**src/sv/bhs_pkg.sv**
```systemverilog
`timescale 1ns / 1ps
`default_nettype none
package bhs_pkg;

  localparam int KeyW = 64;
  localparam int StatusW = 3;

  typedef enum logic [1:0] {
    FUNC_INSERT = 2'd0,
    FUNC_CHECK  = 2'd1,
    FUNC_INDEX  = 2'd2,
    FUNC_READ   = 2'd3
  } func_t;

  typedef enum logic [2:0] {
    ST_OK        = 3'd0,
    ST_DUPLICATE = 3'd1,
    ST_OVERFLOW  = 3'd2,
    ST_BAD_BIN   = 3'd3,
    ST_EMPTY     = 3'd4
  } status_t;

  typedef enum logic [1:0] {
    REG_SEED     = 2'd0,
    REG_BINS     = 2'd1,
    REG_CAPACITY = 2'd2
  } reg_index_t;

  // Commands from the controller to the datapath.
  typedef struct packed {
    logic load;        // capture the request and preset the hash state
    logic round;       // run one compression round
    logic finish;      // add the initial hash and start the reduction
    logic mod_step;    // one restoring-division bit of the reduction
    logic scan_issue;  // issue a slot read
    logic scan_check;  // compare the returned slot
    logic commit;      // write an inserted key and bump the fill
  } dp_cmd_t;

  // Status from the datapath back to the controller.
  typedef struct packed {
    logic round_last;
    logic mod_last;
    logic scan_last;
    logic is_read;
  } dp_stat_t;

  localparam logic [31:0] RoundK [64] = '{
    32'h428a2f98, 32'h71374491, 32'hb5c0fbcf, 32'he9b5dba5,
    32'h3956c25b, 32'h59f111f1, 32'h923f82a4, 32'hab1c5ed5,
    32'hd807aa98, 32'h12835b01, 32'h243185be, 32'h550c7dc3,
    32'h72be5d74, 32'h80deb1fe, 32'h9bdc06a7, 32'hc19bf174,
    32'he49b69c1, 32'hefbe4786, 32'h0fc19dc6, 32'h240ca1cc,
    32'h2de92c6f, 32'h4a7484aa, 32'h5cb0a9dc, 32'h76f988da,
    32'h983e5152, 32'ha831c66d, 32'hb00327c8, 32'hbf597fc7,
    32'hc6e00bf3, 32'hd5a79147, 32'h06ca6351, 32'h14292967,
    32'h27b70a85, 32'h2e1b2138, 32'h4d2c6dfc, 32'h53380d13,
    32'h650a7354, 32'h766a0abb, 32'h81c2c92e, 32'h92722c85,
    32'ha2bfe8a1, 32'ha81a664b, 32'hc24b8b70, 32'hc76c51a3,
    32'hd192e819, 32'hd6990624, 32'hf40e3585, 32'h106aa070,
    32'h19a4c116, 32'h1e376c08, 32'h2748774c, 32'h34b0bcb5,
    32'h391c0cb3, 32'h4ed8aa4a, 32'h5b9cca4f, 32'h682e6ff3,
    32'h748f82ee, 32'h78a5636f, 32'h84c87814, 32'h8cc70208,
    32'h90befffa, 32'ha4506ceb, 32'hbef9a3f7, 32'hc67178f2
  };

  localparam logic [31:0] StartH [8] = '{
    32'h6a09e667, 32'hbb67ae85, 32'h3c6ef372, 32'ha54ff53a,
    32'h510e527f, 32'h9b05688c, 32'h1f83d9ab, 32'h5be0cd19
  };

  function automatic logic [31:0] rotr(input logic [31:0] v, input int n);
    rotr = (v >> n) | (v << (32 - n));
  endfunction

  function automatic logic [31:0] bswap(input logic [31:0] v);
    bswap = {v[7:0], v[15:8], v[23:16], v[31:24]};
  endfunction

endpackage
`default_nettype wire

```
**src/sv/bhs_ctrl.sv**
```systemverilog
`timescale 1ns / 1ps
`default_nettype none
module bhs_ctrl
  import bhs_pkg::*;
(
  input  wire logic     clk,
  input  wire logic     rst,
  input  wire logic     start,
  input  wire dp_stat_t stat,
  output logic          busy,
  input  wire logic     clr_active,
  output dp_cmd_t       cmd,
  output logic          done
);
  typedef enum logic [2:0] {
    S_IDLE, S_HASH, S_FIN, S_MOD, S_ISSUE, S_SCAN, S_COMMIT, S_DONE
  } state_t;

  state_t state;

  always_ff @(posedge clk) begin
    if (rst) begin
      state <= S_IDLE;
    end else begin
      unique case (state)
        S_IDLE: begin
          if (start && !busy) begin
            state <= stat.is_read ? S_ISSUE : S_HASH;
          end
        end
        S_HASH:   if (stat.round_last) state <= S_FIN;
        S_FIN:    state <= S_MOD;
        S_MOD:    if (stat.mod_last) state <= S_ISSUE;
        S_ISSUE:  state <= S_SCAN;
        S_SCAN: begin
          if (stat.scan_last) begin
            state <= S_COMMIT;
          end else begin
            state <= S_SCAN;
          end
        end
        S_COMMIT: state <= S_DONE;
        S_DONE:   state <= S_IDLE;
        default:  state <= S_IDLE;
      endcase
    end
  end

  always_comb begin
    cmd = '0;
    cmd.load = (state == S_IDLE) && start && !busy;
    cmd.round = (state == S_HASH);
    cmd.finish = (state == S_FIN);
    cmd.mod_step = (state == S_MOD);
    cmd.scan_issue = (state == S_ISSUE) || (state == S_SCAN);
    cmd.scan_check = (state == S_SCAN);
    cmd.commit = (state == S_COMMIT);
    busy = (state != S_IDLE) || clr_active;
    done = (state == S_DONE);
  end
endmodule
`default_nettype wire

```
**config.mk**
```make
export PLATFORM = sky130hd
export DESIGN_NAME = bhs_ctrl
export DESIGN_NICKNAME = d
export VERILOG_FILES = /design/src/sv/bhs_pkg.sv /design/src/sv/bhs_ctrl.sv
export SDC_FILE = /design/constraint.sdc
export NUM_CORES = 1
export LEC_CHECK = 0
export BUFFER_PORTS_ARGS = -buffer_cell sky130_fd_sc_hd__clkbuf_2
export CELL_PAD_IN_SITES_DETAIL_PLACEMENT = 1
export CELL_PAD_IN_SITES_GLOBAL_PLACEMENT = 1
export CORE_AREA = 5 5 42 44
export CTS_CLUSTER_DIAMETER = 40
export DETAILED_ROUTE_END_ITERATION = 7
export DIE_AREA = 0 0 47 49
export PLACE_DENSITY = 0.53
export SKIP_LAST_GASP = 1
export SLEW_MARGIN = 20
export SYNTH_ARGS = -nofsm -noshare
export SYNTH_HDL_FRONTEND = slang
export SYNTH_SLANG_ARGS = --single-unit
```
**constraint.sdc**
```tcl
create_clock -name clk -period 1.4 [get_ports clk]
set_input_delay 0.07 -clock clk [delete_from_list [all_inputs] [get_ports clk]]
set_output_delay 0.07 -clock clk [all_outputs]
set_load 0.005 [all_outputs]
```
[Word level (Yosys, flattened, before mapping)]
Index checks and enable logic that the tools add are counted.
Storage, ports and cells
  flip-flop bits (word level): 3
  output and inout bits: 9
Operators by class
  equality and inequality tests: 10
  muxes and demuxes: 6
  reduce and logical (&&, ||, !) cells: 9
Operator list (count)
  3-bit case mux with 8 select lines: 1
  3-bit == test (second input constant): 4
  3-bit two-way mux: 4
  3-bit by 2-bit == test with 1-bit output (second input constant): 2
  2-bit inequality test (second input constant): 3
  3-bit by 1-bit == test with 1-bit output (second input constant): 1
  1-bit logical AND: 3
  3-bit logical NOT: 1
  3-bit AND reduction: 1
  3-bit nonzero test: 1
  1-bit logical OR: 2
  2-bit two-way mux: 1
  1-bit logical NOT: 1

[Logic depth before layout (Yosys ltp)]
  word-level depth: 6
  depth in mapped cells: 4

[Worst setup path before layout]
Ideal clock, no wire load.
  path kind: register -> register
  start point: register state[2]
  end point: register state[0]
  setup time: 91 ps
  data arrival time: 1043 ps
  data required time: 1309 ps
  slack: 266 ps
  stages on the path, launching flop included: 4
  path buffers: 0
  clock period less this slack: 1134 ps
  cells stage by stage: dfxtp_1 mux2_4 or2_0 a311oi_1
Between the ends
  cells in the longest elaborated chain, start to end: 6
Ends and longest elaborated chain
  from (decl): RTL line bhs_ctrl.sv:19  | state_t state;
  from (signal assigned): RTL line bhs_ctrl.sv:28  | state <= stat.is_read ? S_ISSUE : S_HASH;
  3-bit nonzero test: RTL line bhs_ctrl.sv:58  | busy = (state != S_IDLE) || clr_active;
  1-bit logical OR: RTL line bhs_ctrl.sv:58
  1-bit logical NOT: RTL line bhs_ctrl.sv:27  | if (start && !busy) begin
  1-bit logical AND: RTL line bhs_ctrl.sv:27
  2-bit inequality test (no source line)
  3-bit AND reduction (no source line)
Several ways; a longest one is shown, not always the timed one.
A chain may end at the register's enable or synchronous reset.

==> results by group <==
Worst setup path
  – Worst-case reg-to-reg path depth: 3
  – CP Launch Type: flip-flop
  – Kind of end point of the critical path: primary output
  – Worst endpoint required time: 1.33 ns
  – WP data arrival: 1.20 ns
  – Crit Path Max Fanout: 8
  – Crit Path Class: reg -> out

Synthesis
  – Synth top area cells: dfxtp_1 25%, and3b_1 7.2%, mux2_4 6.2%
  – Yosys reg bits: 3
  – Synth warn: 0
  – Synth unique cells: 23
  – Post-synthesis net count: 39
  – Yosys top cell area share: 24.74%
  – Syn Area/Cell: 7.830 µm²
  – Synth Instances: 31
  – Largest area contributor in the netlist: dfxtp_1
  – Synthesized area: 242.7 µm²
  – Seq/Total Area, Yosys: 24.74%

Clock network
  – H-tree levels: 1
  – Clock latency on the worst-skew pair: 0.23 ns
  – Setup Fix Bufs, Post-CTS: 0
  – Inserted Clock Buffers: 3
  – Clock-pin slew on the worst setup and hold paths: 0.04 ns
  – Cell at the root of the clock tree: clkbuf_4
  – Post-CTS resize count: 0
  – CTS sink count: 3
  – Hold bufs inserted after CTS: 0
  – CTS tree: yes
  – Clock buffer depth: 2

Cells and area
  – Final Core Density: 27.41%
  – Top reg by flops: state
  – Number of flip-flops in the largest register: 3
  – Share of cells above drive strength 1: 47.06%
  – Commonest cells after routing, fill and taps aside: 16 x clkbuf_2, 3 x clkbuf_4, 3 x buf_4, 3 x dfxtp_1
  – Largest regs: state: 3 flops
  – Nets: 60
  – Most common cell after layout, fill and taps aside: clkbuf_2
  – Area delta synth->final: 58.25%
  – Ant. Diodes: 0

Route
  – Remaining DRCs: 0
  – Routed Antenna Nets: 0
  – 1st-iter DRT viols: 2
  – Vias: 304
  – Routed WL per cell: 11.39 µm
  – Drt total wl: 763 µm
  – First-pass detailed-route iteration total: 2
  – Vias/cell: 4.537

STA
  – WHS: 0.04242 ns
  – Setup WS post-layout: 0.1347 ns
  – Relative slew slack: 81.88%
  – Setup Viol. Count Final: 0
  – Clock skew: 0.003871 ns
  – Slew @ Worst Pin: 0.2714 ns
  – Final Critical Period: 1.265 ns
  – Final Cycle Share: 90.38%
  – Slew Viols, Final: 0
  – Unrepaired setup endpoints after global routing: false
  – Fmax: 790.3 MHz
  – Fin Setup TNS: 0 ns
  – Final Hold Viols: 0

Place
  – IO Port Bufs: 16
  – DP HPWL: 579.5 µm
  – Routability congestion estimate: 0.6898
  – Pre-CTS setup slack: 0.1602 ns

Power
  – Share of power burned in registers: 27.0%
  – Psw: 0.1601 mW
  – Clock power frac: 31.5%
  – Pleak: 0.1925 nW
  – PwrDens: 1249 mW/mm²
  – Logic pwr share: 41.5%
  – Internal Pwr Total: 0.3199 mW
  – Total power: 0.4800 mW
  – Worst vdd ir: 480.2 µV
  – Switching Share: 33.35%

Global route
  – Initial antenna violation count: 0
  – Largest net degree at the start of global routing: 10
  – Global route total overflow: 0
  – GRT Total Usage: 8.087%
  – Vias in the first global route: 320
  – First-pass GRT wire length: 1324 µm

Worst hold path
  – Hold Path Cell Cnt: 2
  – Hold Path Class: in -> reg

Die
  – Initial Util: 17.32%
  – I/O pins: 17
  – Full die area: 0.002303 mm²
  – Die H: 49 µm
  – # rows: 14
  – CORE AREA: 0.001401 mm²
  – Die W: 47 µm

Run
  – Total of max-cap violations: 0

Outcome
  – Status: finished clean
[through the flow]
stage	cell area, µm²	std cells
after floorplan	242.7	31
after global placement	352.8	63
after detailed placement	352.8	63
after CTS	379.1	67
after global routing	384.1	67
final	384.1	67
[cells by family after synthesis]
logic type	count (synthesis)	share of synthesized area [%]
simple gates	17	44.34
compound gates	7	19.59
flops	3	24.74
buf+inv	3	5.154
mux	1	6.184
[critical path, cell delays in order, from the launching register on]
cell,delay [ns]
dfxtp_1,0.46
and2b_1,0.24
and2_1,0.15
clkbuf_2,0.10
[power groups by stage]
stage,sequential [mW],combinational (mW),clock (mW)
floorplan,0.114,0.130,0
finish,0.129,0.199,0.151
detailed placement,0.129,0.196,0
CTS,0.128,0.198,0.159
global placement,0.129,0.200,0
global route,0.134,0.226,0.169
[worst paths after layout]
check / to / slack, ns / from
worst max-delay path: cmd[1] / 0.13 / state[1]$_SDFFE_PP0P_
worst min-delay path: state[1]$_SDFFE_PP0P_ / 0.04 / rst
worst max register to register: state[0]$_SDFFE_PP0P_ / 0.17 / state[2]$_SDFFE_PP0P_
worst min register to register: state[2]$_SDFFE_PP0P_ / 0.61 / state[2]$_SDFFE_PP0P_
[Yosys cell counts]
master and instances:
a21oi_1 2, a221oi_1 1, a311oi_1 1, and2_1 1, and2b_1 1, and3_1 1, and3b_1 2, buf_2 1
clkbuf_1 2, dfxtp_1 3, mux2_4 1, nand2_1 2, nand2b_1 2, nand3b_1 1, nor2_1 1, nor2b_1 1
nor3_1 1, nor3b_1 2, nor4_1 1, o21a_1 1, o21ai_0 1, o21bai_1 1, or2_0 1
[layer usage]
metal	routed length [µm]	track usage [%]	part of all wire (%)
met1	338	9.190	44
met2	367	11.99	48
met3	56	6.273	7.3
met4	0	1.382	0
met5	0	0	0
[final cells by class]
type                    instances  area (µm²)
multi-input cells              25       175.2
fillers                       187        1017
clock buffers                   4       26.28
flip-flops and latches          3       60.06
repair buffers                 19       102.6
well taps                      16       20.02
Power figures use the tool's default switching activity.
